File: src/rtl/kprt_pkg.sv
package kprt_pkg;

  localparam int unsigned IdW = 48;

  typedef enum logic [1:0] {
    CMD_UPSERT = 2'd0,
    CMD_REMOVE = 2'd1,
    CMD_CLEAR  = 2'd2,
    CMD_READ   = 2'd3
  } cmd_t;

  typedef enum logic [2:0] {
    ST_UPDATED  = 3'd0,
    ST_INSERTED = 3'd1,
    ST_FULL     = 3'd2,
    ST_REMOVED  = 3'd3,
    ST_NOTFOUND = 3'd4,
    ST_DONE     = 3'd5
  } status_t;

  typedef enum logic [2:0] {
    S_IDLE,
    S_SCAN,
    S_SHIFT,
    S_COUNT,
    S_SORT,
    S_OUT
  } fsm_t;

  // per-cycle control from sequencer to the list cells
  typedef struct packed {
    logic load;     // write slot into cell at load position
    logic shift;    // cells at and above pos take neighbour above
    logic swap;     // swap cell at pos-1 and pos
  } cell_ctrl_t;

endpackage

File: src/rtl/kprt_cell.sv
module kprt_cell #(
  parameter int SW = 3
) (
  input  logic          clk,
  input  logic          load,
  input  logic          take_up,
  input  logic          take_down,
  input  logic [SW-1:0] load_val,
  input  logic [SW-1:0] up_val,
  input  logic [SW-1:0] down_val,
  output logic [SW-1:0] val
);

  always_ff @(posedge clk) begin
    if (load) begin
      val <= load_val;
    end else if (take_up) begin
      val <= up_val;
    end else if (take_down) begin
      val <= down_val;
    end
  end

endmodule

File: src/rtl/keyed_peer_table_with_ready_sort_unit.sv
// an upsert that inserts a new peer runs a bubble sort on the list;
// update, remove, read and clear requests do not sort
// one request at a time; the next request is taken in the cycle after the result is accepted
// rst synchronous: table empty, ready_age back to 9
module keyed_peer_table_with_ready_sort_unit #(
  parameter int MAX_PEERS = 8
) (
  input  logic         clk,
  input  logic         rst,
  input  logic         s_axis_tvalid,
  output logic         s_axis_tready,
  // command[1:0], peer_identity[49:2], peer_attribute[57:50],
  // peer_sort_key[65:58], target_slot[68:66], list_position[71:69]
  input  logic [71:0]  s_axis_tdata,
  output logic         m_axis_tvalid,
  input  logic         m_axis_tready,
  // status[2:0], slot_index[5:3], entry_count[9:6], ready_count[13:10],
  // attribute_changed[14], order_changed[15], read_identity[63:16],
  // read_sort_key[71:64], read_attribute[79:72], read_age[87:80], read_valid[88]
  output logic [95:0]  m_axis_tdata,
  input  logic         cfg_we,
  input  logic [7:0]   cfg_data
);

  localparam int SW = $clog2(MAX_PEERS);
  localparam int CW = $clog2(MAX_PEERS + 1);

  kprt_pkg::fsm_t state, state_next;

  logic [7:0] ready_age;
  logic [kprt_pkg::IdW-1:0] id_mem [MAX_PEERS];
  logic [7:0] key_mem [MAX_PEERS];
  logic [7:0] attr_mem [MAX_PEERS];
  logic [7:0] age_mem [MAX_PEERS];
  logic [MAX_PEERS-1:0] active;
  logic [CW-1:0] len;

  logic [71:0] req;
  logic [1:0] cmd;
  logic [kprt_pkg::IdW-1:0] rq_id;
  logic [7:0] rq_attr, rq_key;
  logic [2:0] rq_tgt, rq_pos;
  logic tgt_ok;

  logic [CW-1:0] idx;
  logic [CW-1:0] nready;
  logic [CW-1:0] pass;
  logic found;
  logic [SW-1:0] fslot;
  logic achg, ochg;
  logic [2:0] status;
  logic [2:0] slot_out;
  logic [kprt_pkg::IdW-1:0] rid;
  logic [7:0] rkey, rattr, rage;
  logic rvalid;

  logic [SW-1:0] list [MAX_PEERS];
  kprt_pkg::cell_ctrl_t ctrl;
  logic [SW-1:0] load_val;
  logic [SW-1:0] ip;

  assign cmd     = req[1:0];
  assign rq_id   = req[49:2];
  assign rq_attr = req[57:50];
  assign rq_key  = req[65:58];
  assign rq_tgt  = req[68:66];
  assign rq_pos  = req[71:69];
  assign ip      = idx[SW-1:0];
  assign tgt_ok  = 32'(rq_tgt) < 32'(MAX_PEERS);

  // lowest free slot
  logic [SW-1:0] free_slot;
  logic free_ok;
  always_comb begin
    free_slot = '0;
    free_ok = 1'b0;
    for (int i = MAX_PEERS - 1; i >= 0; i--) begin
      if (!active[i]) begin
        free_slot = SW'(i);
        free_ok = 1'b1;
      end
    end
  end

  logic [SW-1:0] cur_slot, prv_slot;
  logic in_list, at_top;
  assign in_list  = idx < len;
  assign cur_slot = list[ip];
  assign prv_slot = list[SW'(idx - CW'(1))];
  assign at_top   = idx == CW'(MAX_PEERS);

  logic sort_go;
  assign sort_go = (idx != '0) && (idx > pass) && (key_mem[cur_slot] > key_mem[prv_slot]);

  genvar g;
  generate
    for (g = 0; g < MAX_PEERS; g++) begin : g_cell
      logic ld, tu, td;
      logic [SW-1:0] up, dn;
      assign ld = ctrl.load && (ip == SW'(g));
      assign tu = (ctrl.shift && (SW'(g) >= ip) && (g < MAX_PEERS - 1))
                  || (ctrl.swap && (SW'(g) == SW'(idx - CW'(1))));
      assign td = ctrl.swap && (SW'(g) == ip) && (g > 0);
      if (g < MAX_PEERS - 1) begin : g_up
        assign up = list[g+1];
      end else begin : g_noup
        assign up = list[g];
      end
      if (g > 0) begin : g_dn
        assign dn = list[g-1];
      end else begin : g_nodn
        assign dn = list[g];
      end
      kprt_cell #(.SW(SW)) u_cell (
        .clk(clk), .load(ld), .take_up(tu), .take_down(td),
        .load_val(load_val), .up_val(up), .down_val(dn), .val(list[g])
      );
    end
  endgenerate

  assign load_val = free_slot;

  always_comb begin
    state_next = state;
    unique case (state)
      kprt_pkg::S_IDLE: if (s_axis_tvalid) state_next = kprt_pkg::S_SCAN;
      kprt_pkg::S_SCAN: begin
        if (cmd == kprt_pkg::CMD_CLEAR || cmd == kprt_pkg::CMD_READ) begin
          state_next = kprt_pkg::S_COUNT;
        end else if (!in_list || at_top) begin
          state_next = kprt_pkg::S_COUNT;
        end else if (cmd == kprt_pkg::CMD_UPSERT && id_mem[cur_slot] == rq_id) begin
          state_next = kprt_pkg::S_COUNT;
        end else if (cmd == kprt_pkg::CMD_REMOVE && cur_slot == SW'(rq_tgt) && tgt_ok) begin
          state_next = kprt_pkg::S_SHIFT;
        end
      end
      kprt_pkg::S_SHIFT: state_next = kprt_pkg::S_COUNT;
      kprt_pkg::S_COUNT: begin
        if (!in_list || at_top || age_mem[cur_slot] < ready_age) begin
          if (cmd == kprt_pkg::CMD_UPSERT && status == kprt_pkg::ST_INSERTED
              && !found && idx >= CW'(2))
            state_next = kprt_pkg::S_SORT;
          else
            state_next = kprt_pkg::S_OUT;
        end
      end
      kprt_pkg::S_SORT: if (pass + CW'(1) >= nready) state_next = kprt_pkg::S_COUNT;
      kprt_pkg::S_OUT: if (m_axis_tready) state_next = kprt_pkg::S_IDLE;
      default: state_next = kprt_pkg::S_IDLE;
    endcase
  end

  always_comb begin
    s_axis_tready = state == kprt_pkg::S_IDLE;
    m_axis_tvalid = state == kprt_pkg::S_OUT;
  end

  // the COUNT after SORT recounts; found flags that the sort already ran or that there was nothing to sort
  always_comb begin
    ctrl = '0;
    if (state == kprt_pkg::S_SHIFT) ctrl.shift = 1'b1;
    if (state == kprt_pkg::S_SCAN && cmd == kprt_pkg::CMD_UPSERT
        && (!in_list || at_top) && free_ok && len < CW'(MAX_PEERS))
      ctrl.load = 1'b1;
    if (state == kprt_pkg::S_SORT && sort_go) ctrl.swap = 1'b1;
  end

  always_ff @(posedge clk) begin
    if (rst) begin
      state <= kprt_pkg::S_IDLE;
      ready_age <= 8'd9;
      active <= '0;
      len <= '0;
    end else begin
      state <= state_next;
      if (cfg_we) ready_age <= cfg_data;
      unique case (state)
        kprt_pkg::S_IDLE: begin
          req <= s_axis_tdata;
          idx <= '0;
          found <= 1'b0;
          achg <= 1'b0;
          ochg <= 1'b0;
          status <= kprt_pkg::ST_DONE;
          slot_out <= '0;
          rid <= '0; rkey <= '0; rattr <= '0; rage <= '0; rvalid <= 1'b0;
          nready <= '0;
        end
        kprt_pkg::S_SCAN: begin
          unique case (cmd)
            kprt_pkg::CMD_CLEAR: begin
              len <= '0;
              active <= '0;
              idx <= '0;
            end
            kprt_pkg::CMD_READ: begin
              idx <= '0;
              if (32'(rq_pos) < 32'(len)) begin
                slot_out <= 3'(list[SW'(rq_pos)]);
                rid <= id_mem[list[SW'(rq_pos)]];
                rkey <= key_mem[list[SW'(rq_pos)]];
                rattr <= attr_mem[list[SW'(rq_pos)]];
                rage <= age_mem[list[SW'(rq_pos)]];
                rvalid <= 1'b1;
              end
            end
            kprt_pkg::CMD_UPSERT: begin
              if (!in_list || at_top) begin
                idx <= '0;
                if (free_ok && len < CW'(MAX_PEERS)) begin
                  active[free_slot] <= 1'b1;
                  id_mem[free_slot] <= rq_id;
                  attr_mem[free_slot] <= rq_attr;
                  key_mem[free_slot] <= rq_key;
                  age_mem[free_slot] <= '0;
                  len <= len + CW'(1);
                  status <= kprt_pkg::ST_INSERTED;
                  slot_out <= 3'(free_slot);
                end else begin
                  status <= kprt_pkg::ST_FULL;
                end
              end else if (id_mem[cur_slot] == rq_id) begin
                key_mem[cur_slot] <= rq_key;
                if (age_mem[cur_slot] != 8'hff) age_mem[cur_slot] <= age_mem[cur_slot] + 8'd1;
                if (attr_mem[cur_slot] != rq_attr) begin
                  attr_mem[cur_slot] <= rq_attr;
                  achg <= 1'b1;
                end
                status <= kprt_pkg::ST_UPDATED;
                slot_out <= 3'(cur_slot);
                idx <= '0;
              end else begin
                idx <= idx + CW'(1);
              end
            end
            default: begin
              slot_out <= rq_tgt;
              if (!in_list || at_top) begin
                idx <= '0;
                status <= kprt_pkg::ST_NOTFOUND;
              end else if (cur_slot == SW'(rq_tgt) && tgt_ok) begin
                active[cur_slot] <= 1'b0;
                status <= kprt_pkg::ST_REMOVED;
              end else begin
                idx <= idx + CW'(1);
                status <= kprt_pkg::ST_NOTFOUND;
              end
            end
          endcase
        end
        kprt_pkg::S_SHIFT: begin
          len <= len - CW'(1);
          idx <= '0;
        end
        kprt_pkg::S_COUNT: begin
          if (!in_list || at_top || age_mem[cur_slot] < ready_age) begin
            nready <= idx;
            pass <= '0;
            idx <= idx - CW'(1);
            if (idx < CW'(2)) found <= 1'b1;
          end else begin
            idx <= idx + CW'(1);
          end
        end
        kprt_pkg::S_SORT: begin
          if (sort_go) ochg <= 1'b1;
          if (pass + CW'(1) >= nready) begin
            idx <= '0;
            found <= 1'b1;
          end else if (idx <= pass + CW'(1)) begin
            pass <= pass + CW'(1);
            idx <= nready - CW'(1);
          end else begin
            idx <= idx - CW'(1);
          end
        end
        kprt_pkg::S_OUT: ;
        default: ;
      endcase
    end
  end

  assign m_axis_tdata = {7'd0, rvalid, rage, rattr, rkey, rid, ochg, achg,
                         4'(nready), 4'(len), slot_out, status};

endmodule
File: config.mk
export PLATFORM = sky130hd
export DESIGN_NAME = keyed_peer_table_with_ready_sort_unit
export DESIGN_NICKNAME = d
export VERILOG_FILES = /design/src/rtl/kprt_pkg.sv /design/src/rtl/kprt_cell.sv /design/src/rtl/keyed_peer_table_with_ready_sort_unit.sv
export SDC_FILE = /design/constraint.sdc
export NUM_CORES = 1
export LEC_CHECK = 0
export ABC_AREA = 1
export BUFFER_PORTS_ARGS = -buffer_cell sky130_fd_sc_hd__buf_2
export CELL_PAD_IN_SITES_DETAIL_PLACEMENT = 2
export CELL_PAD_IN_SITES_GLOBAL_PLACEMENT = 2
export CORE_MARGIN = 3
export CORE_UTILIZATION = 35
export DETAILED_ROUTE_END_ITERATION = 7
export PLACE_DENSITY = 0.72
export SETUP_SLACK_MARGIN = 0.15
export SLEW_MARGIN = 10
export SYNTH_ARGS = -nofsm -noshare
export SYNTH_HDL_FRONTEND = slang
export SYNTH_HIERARCHICAL = 1
export SYNTH_SLANG_ARGS = --single-unit
File: constraint.sdc
create_clock -name clk -period 10.41 [get_ports clk]
set_input_delay 0.5205 -clock clk [delete_from_list [all_inputs] [get_ports clk]]
set_output_delay 0.5205 -clock clk [all_outputs]
set_load 0.05 [all_outputs]
==> flow_summary.yaml, run 1 <==
route:
  drtIter0Drc: 2267
  wl_per_cell_um: 25.4
  detail_route.vias_per_cell: 5.53
  drtAntennaViolNets: 0
  dr.pass1.iters: 6
  wl_um: 158000
  drcViolationCount: 0
  via_count: 34278
grt:
  grt_pass1_vias: 37420
  antenna_found_initial: 7
  grt_pass1_wl_um: 237000
  grt_max_degree: 148
  grt_use_total_pct: 25.9
  grt.overflow.total: 0
job:
  maxCapViolations: 0
floorplanning:
  rows: 124
  die-area_mm2: 0.120
  ios: 183
  initial_core_util_pct: 35.3
  core-area_mm2: 0.115
  die_w_um: 346
  dieHeight_um: 346
timing:
  worst_pin_slew_ns: 1.30
  timing.final.crit_share_pct: 69.1
  holdWs_ns: 0.0353
  fmax_mhz: 139
  rsz0062_at_grt: "false"
  finalSetupViolCount: 0
  setup_tns_ns: 0
  slew_headroom_pct: 13.3
  finClkSkew_ns: 0.0281
  min_period_ns: 7.19
  hold_viol: 0
  final-max-slew-violation-count: 0
critical_path:
  crit_required_ns: 10.79
  crit_path_top_delay_cell: "nand2_1"
  path_buf_inv: 7
  crit_path_max_incr_delay_ns: 0.80
  r2r_start: "idx[1]$_DFFE_PP_"
  r2r-end: "g_cell[1].u_cell/val[0]$_DFFE_PP_"
  cp_max_fo: 34
  critPathKind: "reg -> reg"
  cp.arrival_ns: 7.57
  r2r_setup_slack_ns: 3.22
  cp_top_family: "simple AND/OR/NAND/NOR gates"
  cpMostUsedCell: "nand2_1"
  worst_setup_path_start_kind: "flip-flop"
  r2r_cells: 25
  crit_path_end_kind: "flip-flop"
min_path:
  worstHoldStart: "s_axis_tdata[58]"
  holdPathStages: 1
  min_to: "req[58]$_DFFE_PP_"
  hp-class: "in -> reg"
logic_synthesis:
  yosysTopAreaCell: "edfxtp_1"
  synth-edff-count: 766
  ys_ff_latch: 789
  synthDominantCellAreaShare_pct: 56.8
  synth_commonest_cells: "nand2_1 (1121), edfxtp_1 (766), nor2_1 (482)"
  synth_cells: 4460
  synth_area_mm2: 0.0405
  yosysWarnings: 6
  yosysUniqueCellTypes: 51
  ys.flop_type: "edfxtp_1"
  yosysMostFrequentCell: "nand2_1"
  ys_seq_area_share_pct: 57.9
  yosys-top-cells-area: "edfxtp_1 (57%), nand2_1 (10%), o21ai_0 (5.7%)"
  synthArstFlopShare_pct: 0
  postSynthAreaPerCell_um2: 9.08
clocking:
  post-cts-setup-buffers: 0
  ctsRootBufferMaster: "clkbuf_16"
  numCtsBuffers: 94
  cts-htree-levels: 3
  cts_tree: "yes"
  cts_resized: 0
  cts_hold_buf: 66
  cts_sinks: 789
  cts_buffer_depth: 3
  clk_pin_slew_ns: 0.06
  clock_latency_ns: 0.70
status:
  status: "completed"
power:
  ir_drop_uv: 244
  p_leak_nw: 18.1
  p_per_area_mw_per_mm2: 338
final_layout:
  fillers: 12512
  drive_above_1_share_pct: 9.21
  final_nets: 4738
  diodes: 0
  syn_to_final_growth_pct: 14.3
  fin_util_pct: 40.4
placed_design:
  dp.final_hpwl_um: 96600
  portBuffers: 175
  routabilityCongestion: 0.811
sequential cells by signal, summed over array words and instances (netlist names):
| signal | cells |
|---|---|
| rvalid | 1 |
| rid | 48 |
| rattr | 8 |
| rage | 8 |
| key_mem | 64 |
| state | 3 |
| attr_mem | 64 |
| req | 72 |
| found | 1 |
| len | 4 |
| g_cell.u_cell/val | 24 |
| ochg | 1 |
| id_mem | 384 |
| rkey | 8 |
| achg | 1 |
| active | 8 |
| ready_age | 8 |
| age_mem | 64 |
| status | 3 |
| nready | 4 |
| slot_out | 3 |
| pass | 4 |
| idx | 4 |
area by class of cell:
type / count / area [um^2] / area share (%)
well taps: 1512 / 1890 / 4.09
clock inverters: 52 / 448 / 0.968
multi-input cells: 2992 / 14300 / 31.0
repair buffers: 292 / 1940 / 4.20
clock buffers: 123 / 2560 / 5.54
inverters: 433 / 1640 / 3.55
flip-flops and latches: 789 / 23500 / 50.7
where the power goes:
group | leakage [nW] | switching (mW) | internal [mW] | total (mW)
clock | 1.48 | 1.40 | 1.88 | 3.28
sequential | 7.07 | 0.362 | 4.09 | 4.45
combinational | 9.52 | 6.00 | 1.91 | 7.91
total | 18.1 | 7.75 | 7.88 | 15.6
stage by stage:
stage / power, mW / cell area (um^2) / setup slack [ns] / std cells
2_1_floorplan: 9.58 / 40500 / 3.39 / 4467
5_1_grt: 16.7 / 46300 / 2.66 / 6193
4_1_cts: 15.7 / 46300 / 3.16 / 6193
3_5_place_dp: 12.4 / 42600 / 3.22 / 5952
3_3_place_gp: 12.1 / 42600 / 3.36 / 5952
6_report: 15.6 / 46300 / 3.22 / 6193
kinds of logic (layout without fill, tap and decap cells):
group	count (synthesis)	after routing	synth area share, %
flip-flops	789	789	57.9
other	1	8	0.00926
AND/OR/NAND/NOR	1972	1972	19.8
XOR/XNOR	21	21	0.454
adder cells (fa/ha/maj)	51	51	1.58
buffers and inverters	686	900	7.00
AO/OA/AOI/OAI	940	940	13.2
cells in the final DEF, fill, tap and decap left out, types with 66 or more instances in the layout:
cell	count
edfxtp_1	766
o21ai_0	459
a21oi_1	149
nor2_1	476
o22ai_1	97
nand3_1	298
dlygate4sd3_1	66
inv_1	398
nand2_1	1117
buf_2	175
clkbuf_16	96
per-layer routing:
metal,routed length [um],share of wire (%),track usage [%]
met1,69300,44,33.6
met2,77500,49,45.2
met3,5700,3.6,2.95
met4,4850,3.1,8.18
met5,79,0.050,0
worst max path at each step:
stage / start / endpoint / slack [ns] / depth (start not counted)
floorplan: len[1]$_SDFFE_PP0P_ / rage[0]$_SDFFCE_PN0P_ / 3.39 / 7
global placement: idx[2]$_DFFE_PP_ / g_cell[4].u_cell/val[0]$_DFFE_PP_ / 3.36 / 27
detailed placement: idx[1]$_DFFE_PP_ / g_cell[1].u_cell/val[2]$_DFFE_PP_ / 3.22 / 25
CTS: idx[1]$_DFFE_PP_ / g_cell[1].u_cell/val[0]$_DFFE_PP_ / 3.16 / 25
global route: idx[1]$_DFFE_PP_ / g_cell[5].u_cell/val[0]$_DFFE_PP_ / 2.66 / 26
finish: idx[1]$_DFFE_PP_ / g_cell[1].u_cell/val[0]$_DFFE_PP_ / 3.22 / 25
worst register-to-register path, stage by stage (launching register included):
cell,delay [ns]
edfxtp_1,0.71
inv_2,0.26
nor2_1,0.26
nand3_1,0.13
inv_1,0.09
nor2_2,0.05
nand2_4,0.44
nand2_1,0.21
inv_2,0.74
nand2_1,0.81
o21ai_0,0.45
or4_1,0.19
inv_1,0.05
ha_1,0.26
nand2_1,0.06
inv_1,0.07
nand2_1,0.05
inv_1,0.05
nand2_1,0.06
o221ai_1,0.17
o2111ai_1,0.22
nor2_1,0.22
inv_1,0.28
o32ai_1,0.74
nor2_1,0.13
nand2_1,0.17
No activity file was read; power rests on OpenSTA's default activity.
==> run 2, diff against run 1 <==
clock period = 6.7 ns   (was 10.41 ns; I/O delays follow)
==> flow_summary.yaml, run 2 (synthesis results as in run 1) <==
grt:
  grt_pass1_wl_um: 239000
  grt_pass1_vias: 37704
  grt_max_degree: 151
  antenna_found_initial: 3
  grt.overflow.total: 0
  grt_use_total_pct: 26.1
critical_path:
  crit_path_max_incr_delay_ns: 0.95
  crit_cells: 26
  endpoint: "key_mem[0][7]$_DFFE_PP_"
  cp_top_family: "simple AND/OR/NAND/NOR gates"
  r2r_cells: 26
  crit_path_top_delay_cell: "nor2_1"
  worst_setup_path_start_kind: "flip-flop"
  cp.arrival_ns: 6.41
  cpMostUsedCell: "nand2_1"
  r2r_start: "idx[1]$_DFFE_PP_"
  critPathKind: "reg -> reg"
  r2r_setup_slack_ns: 0.58
  cp_max_fo: 28
  crit_path_end_kind: "flip-flop"
  path_buf_inv: 4
  startpoint: "idx[1]$_DFFE_PP_"
  r2r-end: "key_mem[0][7]$_DFFE_PP_"
  crit_required_ns: 6.99
final_layout:
  final_nets: 4811
  regMostFlops: "id_mem"
  fillers: 12496
  multi_input_area_mm2: 0.0144
  final_cell_mix: "nand2_1 (1117), edfxtp_1 (766), nor2_1 (475), o21ai_0 (459), inv_1 (398)"
  largest_register_ffs: 384
  instances_no_fill: 6264
  layout_commonest_cell: "nand2_1"
  top_regs: "id_mem (384), req (72)"
  drive_above_1_share_pct: 10.2
  syn_to_final_growth_pct: 16.1
  ff_latch_area_mm2: 0.0235
route:
  detail_route.vias_per_cell: 5.52
  wl_um: 160000
  via_count: 34571
  dr.pass1.iters: 5
  drtIter0Drc: 2658
  wl_per_cell_um: 25.5
  drtAntennaViolNets: 0
  drcViolationCount: 0
floorplanning:
  initial_core_util_pct: 35.3
  core-area_mm2: 0.115
  ios: 183
  die-area_mm2: 0.120
  die_w_um: 346
  dieHeight_um: 346
  rows: 124
timing:
  timing.final.crit_share_pct: 91.3
  setup_tns_ns: 0
  final-max-slew-violation-count: 0
  slew_headroom_pct: 15.5
  min_period_ns: 6.12
  worst_pin_slew_ns: 1.26
  finalSetupViolCount: 0
  fmax_mhz: 163
  rsz0062_at_grt: "false"
  finClkSkew_ns: 0.0360
  hold_viol: 0
placed_design:
  routabilityCongestion: 0.866
  dp_cells: 6006
  portBuffers: 175
  dp.final_hpwl_um: 103000
power:
  p_per_area_mw_per_mm2: 525
  p_leak_nw: 18.5
  ir_drop_uv: 332
clocking:
  ctsRootBufferMaster: "clkbuf_16"
  clk_pin_slew_ns: 0.06
  cts_sinks: 789
  cts_tree: "yes"
  cts-htree-levels: 3
  post-cts-setup-buffers: 0
  clock_latency_ns: 0.69
  cts_buffer_depth: 3
  numCtsBuffers: 95
min_path:
  hp-class: "in -> reg"
status:
  status: "completed"
job:
  maxCapViolations: 0
## run 2: cell count changes in the layout (fill, tap and decap cells not counted), sizes merged
cell | previous run | this run
inv | 428 | 427
dlygate4sd3 | 66 | 84
bufinv | 6 | 7
diode | 0 | 2
buf | 226 | 280
clkinvlp | 1 | 3
clkinv | 50 | 37
clkbuf | 123 | 131
## run 2: how the worst min path moves through the flow
stage / cells past startpoint / slack [ns] / startpoint / to
floorplan: 2 / 0.43 / ready_age[0]$_SDFFE_PP1P_ / ready_age[0]$_SDFFE_PP1P_
detailed placement: 2 / 0.47 / ready_age[0]$_SDFFE_PP1P_ / ready_age[0]$_SDFFE_PP1P_
global route: 5 / 0.21 / s_axis_tvalid / state[1]$_SDFFE_PP0P_
CTS: 3 / 0.1 / cfg_we / ready_age[1]$_SDFFE_PP0P_
finish: 5 / 0.15 / s_axis_tvalid / state[1]$_SDFFE_PP0P_
global placement: 2 / 0.46 / ready_age[1]$_SDFFE_PP0P_ / ready_age[1]$_SDFFE_PP0P_
## run 2: stage by stage
| step | hold WS [ns] | power [mW] | area, um^2 | util [%] | setup WS, ns |
|---|---|---|---|---|---|
| after CTS | 0.100 | 24.8 | 47000 | 41.0 | 0.372 |
| final | 0.147 | 24.7 | 47000 | 41.0 | 0.582 |
| after global placement | 0.457 | 19.1 | 43200 | 37.7 | 0.558 |
| after floorplan | 0.429 | 14.9 | 40500 | - | 0.633 |
| after detailed placement | 0.466 | 19.5 | 43200 | 37.7 | 0.397 |
| after global routing | 0.209 | 26.3 | 47000 | 41.0 | 0.180 |
## run 2: layout make-up
cell class / instances / share of cell area, %
Antenna cell: 2 / 0.0106
Multi-Input combinational cell: 2992 / 30.5
Clock inverter: 41 / 0.843
Tap cell: 1512 / 4.02
Sequential cell: 789 / 49.9
Clock buffer: 131 / 5.56
Inverter: 433 / 3.49
Timing Repair Buffer: 364 / 5.70
## run 2: per-layer routing
metal / vias up / GRT usage, % / wire, um
li1: 15747 / - / -
met1: 17750 / 34.1 / 69500
met2: 803 / 44.6 / 77500
met3: 271 / 3.18 / 6750
met4: 0 / 9.68 / 5960
met5: - / 0 / 0
## run 2: worst min-delay path, stage by stage
cell and delay, ns:
buf_2 0.10, o32ai_1 0.12, nor2_1 0.09, o211ai_1 0.08, a21oi_1 0.06
## run 2: where the power goes
group,internal [mW],switching (mW)
combinational,3.21,9.42
sequential,6.35,0.580
clock,2.98,2.15
## run 2: repair_timing
action | in CTS | in global routing
hold buffers | 84 | 0
setup endpoints to repair | 0 | 8
endpoints found under the hold margin | 81 | 0
gates resized for setup | 0 | 1
